**src/sv/hsv2rgb_pkg.sv**
```systemverilog
// shared types, sector codes and byte expansion functions for the hsv to rgb565 converter
`timescale 1ns / 1ps
`default_nettype none
package hsv2rgb_pkg;

	// full-scale byte and its square
	localparam logic [7:0]  FULL8    = 8'd255;
	localparam logic [15:0] FULL8_SQ = 16'd65025;

	// hue sector codes, named by the primary and secondary hues they run between
	typedef enum logic [2:0] {
		SEC_RY = 3'd0,
		SEC_YG = 3'd1,
		SEC_GC = 3'd2,
		SEC_CB = 3'd3,
		SEC_BM = 3'd4,
		SEC_MR = 3'd5
	} sector_t;

	// per-stage load enables for the level datapath
	typedef struct packed {
		logic s2;
		logic s3;
		logic s4;
		logic s5;
	} pipe_en_t;

	// floor(q*255/31) = 8q + floor(7q/31)
	function automatic logic [7:0] expand5(input logic [4:0] q);
		logic [7:0] q7;
		logic [7:0] frac;
		q7 = 8'(q) * 8'd7;
		frac = '0;
		for (int k = 1; k <= 7; k++) begin
			if (q7 >= 8'(31 * k))
				frac = frac + 8'd1;
		end
		return {q, 3'b000} + frac;
	endfunction

	// floor(q*255/63) = 4q + floor(q/21)
	function automatic logic [7:0] expand6(input logic [5:0] q);
		logic [7:0] frac;
		if (q >= 6'd63)
			frac = 8'd3;
		else if (q >= 6'd42)
			frac = 8'd2;
		else if (q >= 6'd21)
			frac = 8'd1;
		else
			frac = 8'd0;
		return {q, 2'b00} + frac;
	endfunction

endpackage
`default_nettype wire

```
**src/sv/hsv2rgb_if.sv**
```systemverilog
// valid/ready channel interfaces for hsv pixel words and rgb pixel words
`timescale 1ns / 1ps
`default_nettype none
interface hsv2rgb_hsv_if;
	logic       valid;
	logic       ready;
	logic [7:0] hue;
	logic [7:0] saturation;
	logic [7:0] brightness;

	modport source (output valid, output hue, output saturation, output brightness,
		input ready);
	modport sink (input valid, input hue, input saturation, input brightness,
		output ready);
endinterface

interface hsv2rgb_rgb_if;
	logic       valid;
	logic       ready;
	logic [7:0] red;
	logic [7:0] green;
	logic [7:0] blue;

	modport source (output valid, output red, output green, output blue, input ready);
	modport sink (input valid, input red, input green, input blue, output ready);
endinterface
`default_nettype wire

```
**src/sv/hsv2rgb_hue.sv**
```systemverilog
// hue decode: sector number and distance of the hue from the midpoint of its sector pair
`timescale 1ns / 1ps
`default_nettype none
module hsv2rgb_hue
	import hsv2rgb_pkg::*;
(
	input  wire logic [7:0] hue,
	output sector_t         sector,
	output logic [7:0]      hue_dist
);

	logic [10:0] pos;
	logic [8:0]  rem;

	// sector position 6*hue, in units of 1/255 sector
	assign pos = {1'b0, hue, 2'b00} + {2'b00, hue, 1'b0};

	// sector from threshold compares, top hue wraps to sector zero
	always_comb begin
		if (pos >= 11'd1530)
			sector = SEC_RY;
		else if (pos >= 11'd1275)
			sector = SEC_MR;
		else if (pos >= 11'd1020)
			sector = SEC_BM;
		else if (pos >= 11'd765)
			sector = SEC_CB;
		else if (pos >= 11'd510)
			sector = SEC_GC;
		else if (pos >= 11'd255)
			sector = SEC_YG;
		else
			sector = SEC_RY;
	end

	// position within a sector pair
	always_comb begin
		if (pos >= 11'd1530)
			rem = 9'(pos - 11'd1530);
		else if (pos >= 11'd1020)
			rem = 9'(pos - 11'd1020);
		else if (pos >= 11'd510)
			rem = 9'(pos - 11'd510);
		else
			rem = 9'(pos);
	end

	// |rem - 255|
	assign hue_dist = (rem >= 9'd255) ? 8'(rem - 9'd255) : 8'(9'd255 - rem);

endmodule
`default_nettype wire

```
**src/sv/hsv2rgb_levels.sv**
```systemverilog
// level datapath: products and rounded divisions by 255 and 65025, four register stages
`timescale 1ns / 1ps
`default_nettype none
module hsv2rgb_levels
	import hsv2rgb_pkg::*;
(
	input  wire logic       clk,
	input  wire pipe_en_t   en,
	input  wire sector_t    sec_s1,
	input  wire logic [7:0] sat_s1,
	input  wire logic [7:0] bri_s1,
	input  wire logic [7:0] dist_s1,
	output sector_t         sec_s5,
	output logic [7:0]      bri_s5,
	output logic [7:0]      bz_s5,
	output logic [7:0]      bx_s5
);

	sector_t     sec_s2, sec_s3, sec_s4;
	logic [7:0]  bri_s2, bri_s3, bri_s4;
	logic [15:0] nz_s2;
	logic [15:0] t_s2;
	logic [23:0] yx_s3, yx_s4;
	logic [15:0] yz_s3;
	logic [7:0]  qz0_s3;
	logic [7:0]  qx0_s4;
	logic [7:0]  bz_s4;

	logic [15:0] yz;
	logic [24:0] yz_prod;
	logic [40:0] yx_prod;
	logic [15:0] rz;
	logic [23:0] rx;

	// stage 2: zero-channel numerator and x-channel weight 65025 - s*dist
	always_ff @(posedge clk) begin
		if (en.s2) begin
			nz_s2  <= 16'(bri_s1) * 16'(FULL8 - sat_s1);
			t_s2   <= FULL8_SQ - 16'(sat_s1) * 16'(dist_s1);
			bri_s2 <= bri_s1;
			sec_s2 <= sec_s1;
		end
	end

	// stage 3: rounding bias, first estimate of the zero-channel quotient
	assign yz      = nz_s2 + 16'd127;
	assign yz_prod = 25'(yz) * 25'd257;

	always_ff @(posedge clk) begin
		if (en.s3) begin
			yx_s3  <= 24'(bri_s2) * 24'(t_s2) + 24'd32512;
			yz_s3  <= yz;
			qz0_s3 <= yz_prod[23:16];
			bri_s3 <= bri_s2;
			sec_s3 <= sec_s2;
		end
	end

	// stage 4: zero-channel correction, x-channel reciprocal estimate
	assign rz      = yz_s3 - 16'(qz0_s3) * 16'(FULL8);
	assign yx_prod = 41'(yx_s3) * 41'd66049;

	always_ff @(posedge clk) begin
		if (en.s4) begin
			bz_s4  <= qz0_s3 + 8'(rz >= 16'(FULL8));
			qx0_s4 <= yx_prod[39:32];
			yx_s4  <= yx_s3;
			bri_s4 <= bri_s3;
			sec_s4 <= sec_s3;
		end
	end

	// stage 5: x-channel correction
	assign rx = yx_s4 - 24'(qx0_s4) * 24'(FULL8_SQ);

	always_ff @(posedge clk) begin
		if (en.s5) begin
			bx_s5  <= qx0_s4 + 8'(rx >= 24'(FULL8_SQ));
			bz_s5  <= bz_s4;
			bri_s5 <= bri_s4;
			sec_s5 <= sec_s4;
		end
	end

endmodule
`default_nettype wire

```
**src/sv/hsv2rgb_pack.sv**
```systemverilog
// channel steering by sector and rgb565 quantize and expand
`timescale 1ns / 1ps
`default_nettype none
module hsv2rgb_pack
	import hsv2rgb_pkg::*;
(
	input  wire sector_t    sector,
	input  wire logic [7:0] bc,
	input  wire logic [7:0] bz,
	input  wire logic [7:0] bx,
	output logic [7:0]      red,
	output logic [7:0]      green,
	output logic [7:0]      blue
);

	logic [7:0] r, g, b;

	// route chroma, secondary and floor levels to channels
	always_comb begin
		case (sector)
			SEC_RY: begin r = bc; g = bx; b = bz; end
			SEC_YG: begin r = bx; g = bc; b = bz; end
			SEC_GC: begin r = bz; g = bc; b = bx; end
			SEC_CB: begin r = bz; g = bx; b = bc; end
			SEC_BM: begin r = bx; g = bz; b = bc; end
			default: begin r = bc; g = bz; b = bx; end
		endcase
	end

	// truncate to 5/6/5 and expand back to a byte
	assign red   = expand5(r[7:3]);
	assign green = expand6(g[7:2]);
	assign blue  = expand5(b[7:3]);

endmodule
`default_nettype wire

```
**src/sv/hsv_to_rgb565_color.sv**
```systemverilog
// top level of the hsv to rgb565-quantized rgb converter
// Converts one 8-bit HSV pixel per clock, while the output side is ready, into
// RGB bytes that have been cut to 5/6/5 bits and expanded back to 0..255. The
// block takes a new word every cycle while the output side is ready; six
// register stages sit between the ports, the longest of which holds the 24x17
// reciprocal multiply that divides by 65025. A stall on the output freezes the
// whole pipeline, but empty stages keep filling, so input ready stays high
// until every stage holds a word.
`timescale 1ns / 1ps
`default_nettype none
module hsv_to_rgb565_color
	import hsv2rgb_pkg::*;
(
	input  wire logic      clk,
	input  wire logic      arst_n,
	hsv2rgb_hsv_if.sink    pix_in,
	hsv2rgb_rgb_if.source  pix_out
);

	logic en1, en2, en3, en4, en5, en6;
	logic v1_s1, v2_s2, v3_s3, v4_s4, v5_s5, v6_s6;
	pipe_en_t en;

	sector_t    sec_hue;
	logic [7:0] dist_hue;

	sector_t    sec_s1;
	logic [7:0] sat_s1, bri_s1, dist_s1;

	sector_t    sec_s5;
	logic [7:0] bri_s5, bz_s5, bx_s5;

	logic [7:0] red_c, green_c, blue_c;
	logic [7:0] red_s6, green_s6, blue_s6;

	// stage enables: a stage loads when it is empty or the next one moves
	assign en6 = !v6_s6 || pix_out.ready;
	assign en5 = !v5_s5 || en6;
	assign en4 = !v4_s4 || en5;
	assign en3 = !v3_s3 || en4;
	assign en2 = !v2_s2 || en3;
	assign en1 = !v1_s1 || en2;

	assign en = '{s2: en2, s3: en3, s4: en4, s5: en5};

	assign pix_in.ready = en1;

	// valid bits
	always_ff @(posedge clk or negedge arst_n) begin
		if (!arst_n) begin
			v1_s1 <= 1'b0;
			v2_s2 <= 1'b0;
			v3_s3 <= 1'b0;
			v4_s4 <= 1'b0;
			v5_s5 <= 1'b0;
			v6_s6 <= 1'b0;
		end else begin
			if (en1) v1_s1 <= pix_in.valid;
			if (en2) v2_s2 <= v1_s1;
			if (en3) v3_s3 <= v2_s2;
			if (en4) v4_s4 <= v3_s3;
			if (en5) v5_s5 <= v4_s4;
			if (en6) v6_s6 <= v5_s5;
		end
	end

	// stage 1: hue decode
	hsv2rgb_hue u_hue (
		.hue      (pix_in.hue),
		.sector   (sec_hue),
		.hue_dist (dist_hue)
	);

	always_ff @(posedge clk) begin
		if (en1) begin
			sec_s1  <= sec_hue;
			dist_s1 <= dist_hue;
			sat_s1  <= pix_in.saturation;
			bri_s1  <= pix_in.brightness;
		end
	end

	// stages 2 to 5: channel levels
	hsv2rgb_levels u_levels (
		.clk     (clk),
		.en      (en),
		.sec_s1  (sec_s1),
		.sat_s1  (sat_s1),
		.bri_s1  (bri_s1),
		.dist_s1 (dist_s1),
		.sec_s5  (sec_s5),
		.bri_s5  (bri_s5),
		.bz_s5   (bz_s5),
		.bx_s5   (bx_s5)
	);

	// stage 6: steering, quantize and output register
	hsv2rgb_pack u_pack (
		.sector (sec_s5),
		.bc     (bri_s5),
		.bz     (bz_s5),
		.bx     (bx_s5),
		.red    (red_c),
		.green  (green_c),
		.blue   (blue_c)
	);

	always_ff @(posedge clk) begin
		if (en6) begin
			red_s6   <= red_c;
			green_s6 <= green_c;
			blue_s6  <= blue_c;
		end
	end

	assign pix_out.valid = v6_s6;
	assign pix_out.red   = red_s6;
	assign pix_out.green = green_s6;
	assign pix_out.blue  = blue_s6;

endmodule
`default_nettype wire

```
**src/flat_wrapper.sv**
```systemverilog
// flat-port wrapper written by rule: the top's interface ports become plain ports
module hsv_to_rgb565_color_flat import hsv2rgb_pkg::*;
  (clk, arst_n, pix_in_valid, pix_in_hue, pix_in_saturation, pix_in_brightness, pix_in_ready, pix_out_valid, pix_out_red, pix_out_green, pix_out_blue, pix_out_ready);
  hsv2rgb_hsv_if pix_in_i ();
  hsv2rgb_rgb_if pix_out_i ();
  input  wire logic clk;
  input  wire logic arst_n;
  input wire logic [$bits(pix_in_i.valid)-1:0] pix_in_valid;
  input wire logic [$bits(pix_in_i.hue)-1:0] pix_in_hue;
  input wire logic [$bits(pix_in_i.saturation)-1:0] pix_in_saturation;
  input wire logic [$bits(pix_in_i.brightness)-1:0] pix_in_brightness;
  output wire logic [$bits(pix_in_i.ready)-1:0] pix_in_ready;
  output wire logic [$bits(pix_out_i.valid)-1:0] pix_out_valid;
  output wire logic [$bits(pix_out_i.red)-1:0] pix_out_red;
  output wire logic [$bits(pix_out_i.green)-1:0] pix_out_green;
  output wire logic [$bits(pix_out_i.blue)-1:0] pix_out_blue;
  input wire logic [$bits(pix_out_i.ready)-1:0] pix_out_ready;
  assign pix_in_i.valid = pix_in_valid;
  assign pix_in_i.hue = pix_in_hue;
  assign pix_in_i.saturation = pix_in_saturation;
  assign pix_in_i.brightness = pix_in_brightness;
  assign pix_in_ready = pix_in_i.ready;
  assign pix_out_valid = pix_out_i.valid;
  assign pix_out_red = pix_out_i.red;
  assign pix_out_green = pix_out_i.green;
  assign pix_out_blue = pix_out_i.blue;
  assign pix_out_i.ready = pix_out_ready;
  hsv_to_rgb565_color u_core (.clk(clk), .arst_n(arst_n), .pix_in(pix_in_i), .pix_out(pix_out_i));
endmodule
```
**config.mk**
```make
export PLATFORM = sky130hd
export DESIGN_NAME = hsv_to_rgb565_color_flat
export DESIGN_NICKNAME = d
export VERILOG_FILES = /design/src/sv/hsv2rgb_pkg.sv /design/src/sv/hsv2rgb_if.sv /design/src/sv/hsv2rgb_hue.sv /design/src/sv/hsv2rgb_levels.sv /design/src/sv/hsv2rgb_pack.sv /design/src/sv/hsv_to_rgb565_color.sv /design/src/flat_wrapper.sv
export SDC_FILE = /design/constraint.sdc
export NUM_CORES = 1
export LEC_CHECK = 0
export ABC_CLOCK_PERIOD_IN_PS = 8200
export BUFFER_PORTS_ARGS = -buffer_cell sky130_fd_sc_hd__buf_2
export CAP_MARGIN = 0
export CELL_PAD_IN_SITES_DETAIL_PLACEMENT = 0
export CELL_PAD_IN_SITES_GLOBAL_PLACEMENT = 2
export CORE_MARGIN = 4
export CORE_UTILIZATION = 44
export CTS_CLUSTER_DIAMETER = 150
export DETAILED_ROUTE_END_ITERATION = 10
export GPL_TIMING_DRIVEN = 1
export MAX_ROUTING_LAYER = met4
export PLACE_DENSITY_LB_ADDON = 0.1
export SLEW_MARGIN = 20
export SYNTH_ARGS = -nofsm -noshare
export SYNTH_HDL_FRONTEND = slang
export SYNTH_SLANG_ARGS = --single-unit
```
**constraint.sdc**
```tcl
create_clock -name clk -period 8.2 [get_ports clk]
set_input_delay 1.23 -clock clk [delete_from_list [all_inputs] [get_ports clk]]
set_output_delay 1.23 -clock clk [all_outputs]
set_load 0.02 [all_outputs]
```
; ---- Word level (Yosys, flattened, before mapping)
; Index checks and enable logic that the tools add are counted.
[totals]
elab_cells = 149
ff_bits = 237
in_bits = 28
[classes]
n_addsub = 29
n_mul = 9
n_reduce_logical = 20
n_eq_ne = 4
n_lt_le_gt_ge = 26
mux = 29
[op_table]
columns = op, count
row1 = $mux W8, 13
row2 = $add A8 B1 Y8 const B, 12
row3 = $ge A8 B8 Y1 const B, 6
row4 = $pmux W8 S2, 3
row5 = $mul A24 B17 Y40 const B, 1
row6 = $ge A8 B7 Y1 const B, 4
row7 = $mux W9, 3
row8 = $sub A9 B9 Y9 const B, 3
row9 = $add A24 B15 Y24 const B, 1
row10 = $add A8 B8 Y8, 3
row11 = $ge A24 B16 Y1 const B, 1
row12 = $mul A16 B9 Y24 const B, 1
row13 = $mul A8 B16 Y24, 1
row14 = $mul A8 B16 Y24 const B, 1
row15 = $sub A24 B24 Y24, 1
row16 = $ge A11 B10 Y1 const B, 2
row17 = $ge A11 B11 Y1 const B, 2
row18 = $add A16 B7 Y16 const B, 1
row19 = $add A8 B1 Y8, 2
row20 = $ge A16 B8 Y1 const B, 1
row21 = $ge A8 B5 Y1 const B, 2
row22 = $ge A8 B6 Y1 const B, 2
row23 = $mul A5 B3 Y8 const B, 2
row24 = $mul A8 B16 Y16, 1
row25 = other kinds (24), 48

; ---- Logic depth before layout (Yosys ltp)
[depth]
ltp_word = 19
ltp_mapped = 39

; ---- By module
; From an unflattened synthesis, not the netlist that was laid out.
[hier_totals]
cells_unflattened = 2637
area_unflattened_um2 = 27071.0
[modules_own_cells]
columns = module, n_inst, cells_per_inst, seq_area_each_um2, area_per_inst_um2
row1 = hsv2rgb_levels, 1, 2069, 5405.2, 21629.5
row2 = hsv2rgb_pack, 1, 361, 0.0, 2597.5
row3 = hsv_to_rgb565_color, 1, 72, 1681.6, 1780.5
row4 = hsv2rgb_hue, 1, 135, 0.0, 1063.5

; ---- Least setup slack after synthesis
; No wires, ideal clock.
[synth_path]
path_kind = register -> register
startpoint = reg u_core.u_levels.sec_s5[2]
endpoint = reg u_core.red_s6[6] (netlist: u_core.pix_out.red[6]) (data pin)
path_slack_ns = 0.634
path_stages_with_launch = 39
period_less_slack_ns = 7.566
t_arrival_ns = 7.305
path_cell_list = edfxtp_1 > buf_6 > clkbuf_1 > clkbuf_1 > o21ai_0 > a22oi_1 > and2_1 > inv_1 > fa_1 > inv_1 > ha_1 > a21o_1 > a21oi_1 > xnor2_1 > clkbuf_1 > a31oi_1 > o21ai_0 > inv_1 > [... 3 more ...] > o22ai_1 > xor2_1 > a21oi_1 > ha_1 > o21ai_1 > a31o_1 > inv_1 > ha_1 > nor2_1 > a21oi_1 > ha_1 > nand2_1 > maj3_1 > o21bai_1 > ha_1 > a21oi_1 > nor2_1 > xor2_1
[synth_via]
elab_chain_cells = 19
elab_cells_between_ends = 29
[synth_rtl]
columns = item, line_no
row1 = "start, declared", hsv2rgb_levels.sv:13  ; output sector_t sec_s5,
row2 = "start signal, assigned", hsv2rgb_levels.sv:81  ; sec_s5 <= sec_s4;
row3 = "$eq A3 B3 Y1, or another cell as far along", hsv2rgb_pack.sv:20  ; case (sector)
row4 = $reduce_or A2 Y1 (no line), n/a
row5 = $pmux W8 S2 *, hsv2rgb_pack.sv:20
row6 = $mul A5 B3 Y8, hsv2rgb_pkg.sv:32  ; q7 = 8'(q) * 8'd7;
row7 = $ge A8 B5 Y1, hsv2rgb_pkg.sv:35  ; if (q7 >= 8'(31 * k))
row8 = $mux W1, hsv2rgb_pkg.sv:35
row9 = $add A8 B1 Y8, hsv2rgb_pkg.sv:36  ; frac = frac + 8'd1;
row10 = $mux W8, hsv2rgb_pkg.sv:35
row11 = [... 4 more ...], n/a
row12 = $add A8 B1 Y8, hsv2rgb_pkg.sv:36
row13 = $mux W8, hsv2rgb_pkg.sv:35
row14 = $add A8 B1 Y8, hsv2rgb_pkg.sv:36
row15 = $mux W8, hsv2rgb_pkg.sv:35
row16 = $add A8 B1 Y8, hsv2rgb_pkg.sv:36
row17 = $mux W8, hsv2rgb_pkg.sv:35
row18 = $add A8 B8 Y8 *, hsv2rgb_pkg.sv:38  ; return {q, 3'b000} + frac;
row19 = named net u_core.red_c[6], hsv_to_rgb565_color.sv:33  ; logic [7:0] red_c, green_c, blue_c;
row20 = "end signal, assigned", hsv_to_rgb565_color.sv:110  ; red_s6 <= red_c;
row21 = "end, declared", hsv_to_rgb565_color.sv:34  ; logic [7:0] red_s6, green_s6, blue_s6;
; Mark *: on every way through the listed nets, which the timed path passes. The rest lies on a longest branch.
; A chain may end at the register's enable or synchronous reset.

; ---- Worst setup path after layout
[layout_path]
startpoint = reg u_core.u_levels.sec_s5[2]
endpoint = reg u_core.blue_s6[7] (netlist: u_core.pix_out.blue[7]) (data pin)
[layout_via]
elab_chain_cells = 19
elab_cells_between_ends = 29
[layout_rtl]
columns = item, line_no
row1 = "$eq A3 B3 Y1, or another cell as far along", hsv2rgb_pack.sv:20
row2 = $reduce_or A2 Y1 (no line), n/a
row3 = $pmux W8 S2 *, hsv2rgb_pack.sv:20
row4 = $mul A5 B3 Y8, hsv2rgb_pkg.sv:32
row5 = $ge A8 B5 Y1, hsv2rgb_pkg.sv:35
row6 = $mux W1, hsv2rgb_pkg.sv:35
row7 = $add A8 B1 Y8, hsv2rgb_pkg.sv:36
row8 = $mux W8, hsv2rgb_pkg.sv:35
row9 = [... 4 more ...], n/a
row10 = $add A8 B1 Y8, hsv2rgb_pkg.sv:36
row11 = $mux W8, hsv2rgb_pkg.sv:35
row12 = $add A8 B1 Y8, hsv2rgb_pkg.sv:36
row13 = $mux W8, hsv2rgb_pkg.sv:35
row14 = $add A8 B1 Y8, hsv2rgb_pkg.sv:36
row15 = $mux W8, hsv2rgb_pkg.sv:35
row16 = $add A8 B8 Y8 *, hsv2rgb_pkg.sv:38
row17 = named net u_core.blue_c[7], hsv_to_rgb565_color.sv:33
row18 = "end signal, assigned", hsv_to_rgb565_color.sv:112  ; blue_s6 <= blue_c;
row19 = "end, declared", hsv_to_rgb565_color.sv:34
; Marked as above.

==> out/qor.yml <==
clock_tree:
  cts_tree: "done"
  cts-htree-levels: 1
  clk_path_buf_depth: 3
  worst_skew_pair.late_latency_ps: 550
  numCtsBuffers: 28
  hold_buffers: 0
  clkSlewWorstSetupHoldPaths_ps: 60
  cts-root-buf: "clkbuf_16"
  cts_sinks: 224
route:
  viasPerCell: 5.08
  firstDrtPassIters: 4
  wl_um: 53500
  ant_nets: 0
  route.vias.total: 17375
  routedWlPerCell_um: 15.6
  drt_iter0_drc: 589
  drc_errors: 0
place:
  place.gp.congestion: 0.826
  port_buffers: 53
  place_ws_ps: 141
  hpwl_um: 44500
global_routing:
  use_met2: 0.293
  globalRoute.busiestLayer: "met2"
  grt_pass1_vias: 18113
  grt_pass1_wl_um: 90600
  grt_overflow: 0
  groute.usage.overall: 0.178
  antenna_found_initial: 0
  grt_max_degree: 58
  use_met1: 0.247
  grtUsageMet3: 0.0158
synthesis:
  synthCells: 2566
  seq_area_frac_synth: 0.257
  async_flop_share: 0.0268
  synth_flop_cell: "edfxtp_1"
  synth_top_area_share: 0.252
  synth_area_leaders: "edfxtp_1 (25%), ha_1 (20%), fa_1 (19%), inv_1 (6.9%), xnor2_1 (3.3%)"
  synth_area_um2: 26000
  ys_ff_latch: 224
  synth_warnings: 0
  ys_types: 94
  synth_top_area_cell: "edfxtp_1"
  synth-edff-count: 218
  synth.avg_cell_area_um2: 10.1
timing:
  finalSetupViolCount: 0
  worst_pin_slew_ps: 986
  final-hold-violation-count: 0
  fin_crit_sh: 0.928
  skew_ps: 13.5
  fmax_ghz: 0.131
  period_minus_slack_ps: 7610
  setup_slack_ps: 591
  slew_violations: 0
  relSlewSlack: 0.340
job:
  cap_violations: 0
setup_path:
  cpMostUsedCell: "ha_1"
  required_ps: 8490
  max_stage_delay_ps: 460
  end_kind: "register"
  criticalPathCategory: "register to register"
  cp_data_arrival_time_ps: 7900
  crit_slowest_cell: "edfxtp_1"
  path_max_fanout: 9
  critPathLaunchType: "register"
die:
  coreArea_um2: 58100
  dieArea_um2: 63100
  start_util: 0.448
  num_rows: 88
  die_x_um: 251
  fp.dieH_um: 251
  pin_count: 54
final_layout:
  nFillCells: 5426
  diodes: 0
  fin_nets: 3328
  layout-drive-gt1-share: 0.0621
  utilization: 0.487
  syn_to_final_growth_pct: 8.82
  most-common-layout-cells: "inv_1 (476), ha_1 (414), fa_1 (252)"
  mostFrequentLayoutCell: "inv_1"
hold_path:
  hp-class: "register to register"
status:
  status: "completed"
## timing repair
item                       in CTS  in global routing
setup buffers                   0                  3
setup endpoints to repair       0                  8
resized for setup               0                 11
## flip-flops by register name, summed over array words and instances, names as in the netlist, 7 cells and up
register / count
u_core.u_levels.yx_s3: 24
u_core.u_levels.yx_s4: 24
u_core.u_levels.nz_s2: 16
u_core.u_levels.t_s2: 16
u_core.u_levels.yz_s3: 16
u_core.bri_s1: 8
u_core.pix_out.blue: 8
u_core.pix_out.green: 8
u_core.pix_out.red: 8
u_core.sat_s1: 8
u_core.u_levels.bri_s2: 8
u_core.u_levels.qx0_s4: 8
u_core.u_levels.qz0_s3: 8
u_core.dist_s1: 7
## Yosys cell counts (8+ instances only)
master      n
a211o_1     8
a211oi_1   11
a21boi_0    8
a21o_1     27
a21oi_1    92
a31oi_1    19
and2_1    112
and3_1     14
clkbuf_1   26
edfxtp_1  218
fa_1      252
ha_1      414
inv_1     477
mux2i_1    15
nand2_1   220
nand2b_1   23
nand3_1    30
nand4_1    11
nor2_1     96
nor2b_1    57
nor3_1     32
o211ai_1    9
o21a_1     19
o21ai_0    61
o21bai_1   16
or2_2       8
xnor2_1    98
xor2_1     40
## path summary, 6_finish.rpt
check / from / end / slack, ps / depth (start not counted)
min in group asynchronous: arst_n / u_core.v3_s3$_DFFE_PN0P_ / 510 / 1
setup / recovery: u_core.u_levels.sec_s5[2]$_DFFE_PP_ / u_core.pix_out.blue[7]$_DFFE_PP_ / 590 / 35
setup reg to reg: u_core.u_levels.sec_s5[2]$_DFFE_PP_ / u_core.pix_out.blue[7]$_DFFE_PP_ / 590 / 35
hold / removal: u_core.u_levels.bri_s4[2]$_DFFE_PP_ / u_core.u_levels.bri_s5[2]$_DFFE_PP_ / 420 / 0
max in group asynchronous: arst_n / u_core.v2_s2$_DFFE_PN0P_ / 7510 / 1
hold reg to reg: u_core.u_levels.bri_s4[2]$_DFFE_PP_ / u_core.u_levels.bri_s5[2]$_DFFE_PP_ / 420 / 0
## cell families (layout without fill, tap and decap cells)
kind of cell    count (synthesis)  after routing  share of synthesized area
other cells                     1              2                   0.000144
buf+inv                       507            596                     0.0735
flops                         224            224                      0.257
xor+xnor                      142            142                     0.0492
mux                            23             23                    0.00952
simple gates                  644            644                      0.124
fa+ha+maj                     668            668                      0.394
compound gates                357            357                     0.0926
## metal layers
layer  up-vias  wire (um)
li1       8695          -
met1      8475      26300
met2       163      25300
met3        42       1220
met4         0        675
met5         -          0
## final cells by class
class / count / area (um2) / area share
inverters: 477 / 1790 / 0.0632
flip-flops and latches: 224 / 6700 / 0.236
clock buffers: 38 / 788 / 0.0278
well taps: 765 / 957 / 0.0338
multi-input cells: 1836 / 17500 / 0.617
clock inverters: 14 / 248 / 0.00875
repair buffers: 67 / 370 / 0.0131
## worst max-delay path: cells and delay by family (launching register included)
kind            cells  cell delay (ps)
compound gates      7             1390
mux                 1              290
buf+inv             6              690
fa+ha+maj          10             3110
xor+xnor            3              520
simple gates        8              860
flops               1              460
## per-stage QoR
stage | area, um2 | std cells | setup TNS [ps] | hold WS (ps)
after floorplan | 26000 | 2567 | 0 | 400
after global placement | 27200 | 3366 | 0 | 401
after detailed placement | 27200 | 3366 | 0 | 406
after CTS | 28300 | 3418 | 0 | 420
after global routing | 28300 | 3421 | -37.5 | 422
final | 28300 | 3421 | 0 | 422
Power is left out: the tool's default activity adds up to more than one toggle a clock period on the data nets, which glitch-free logic cannot reach.
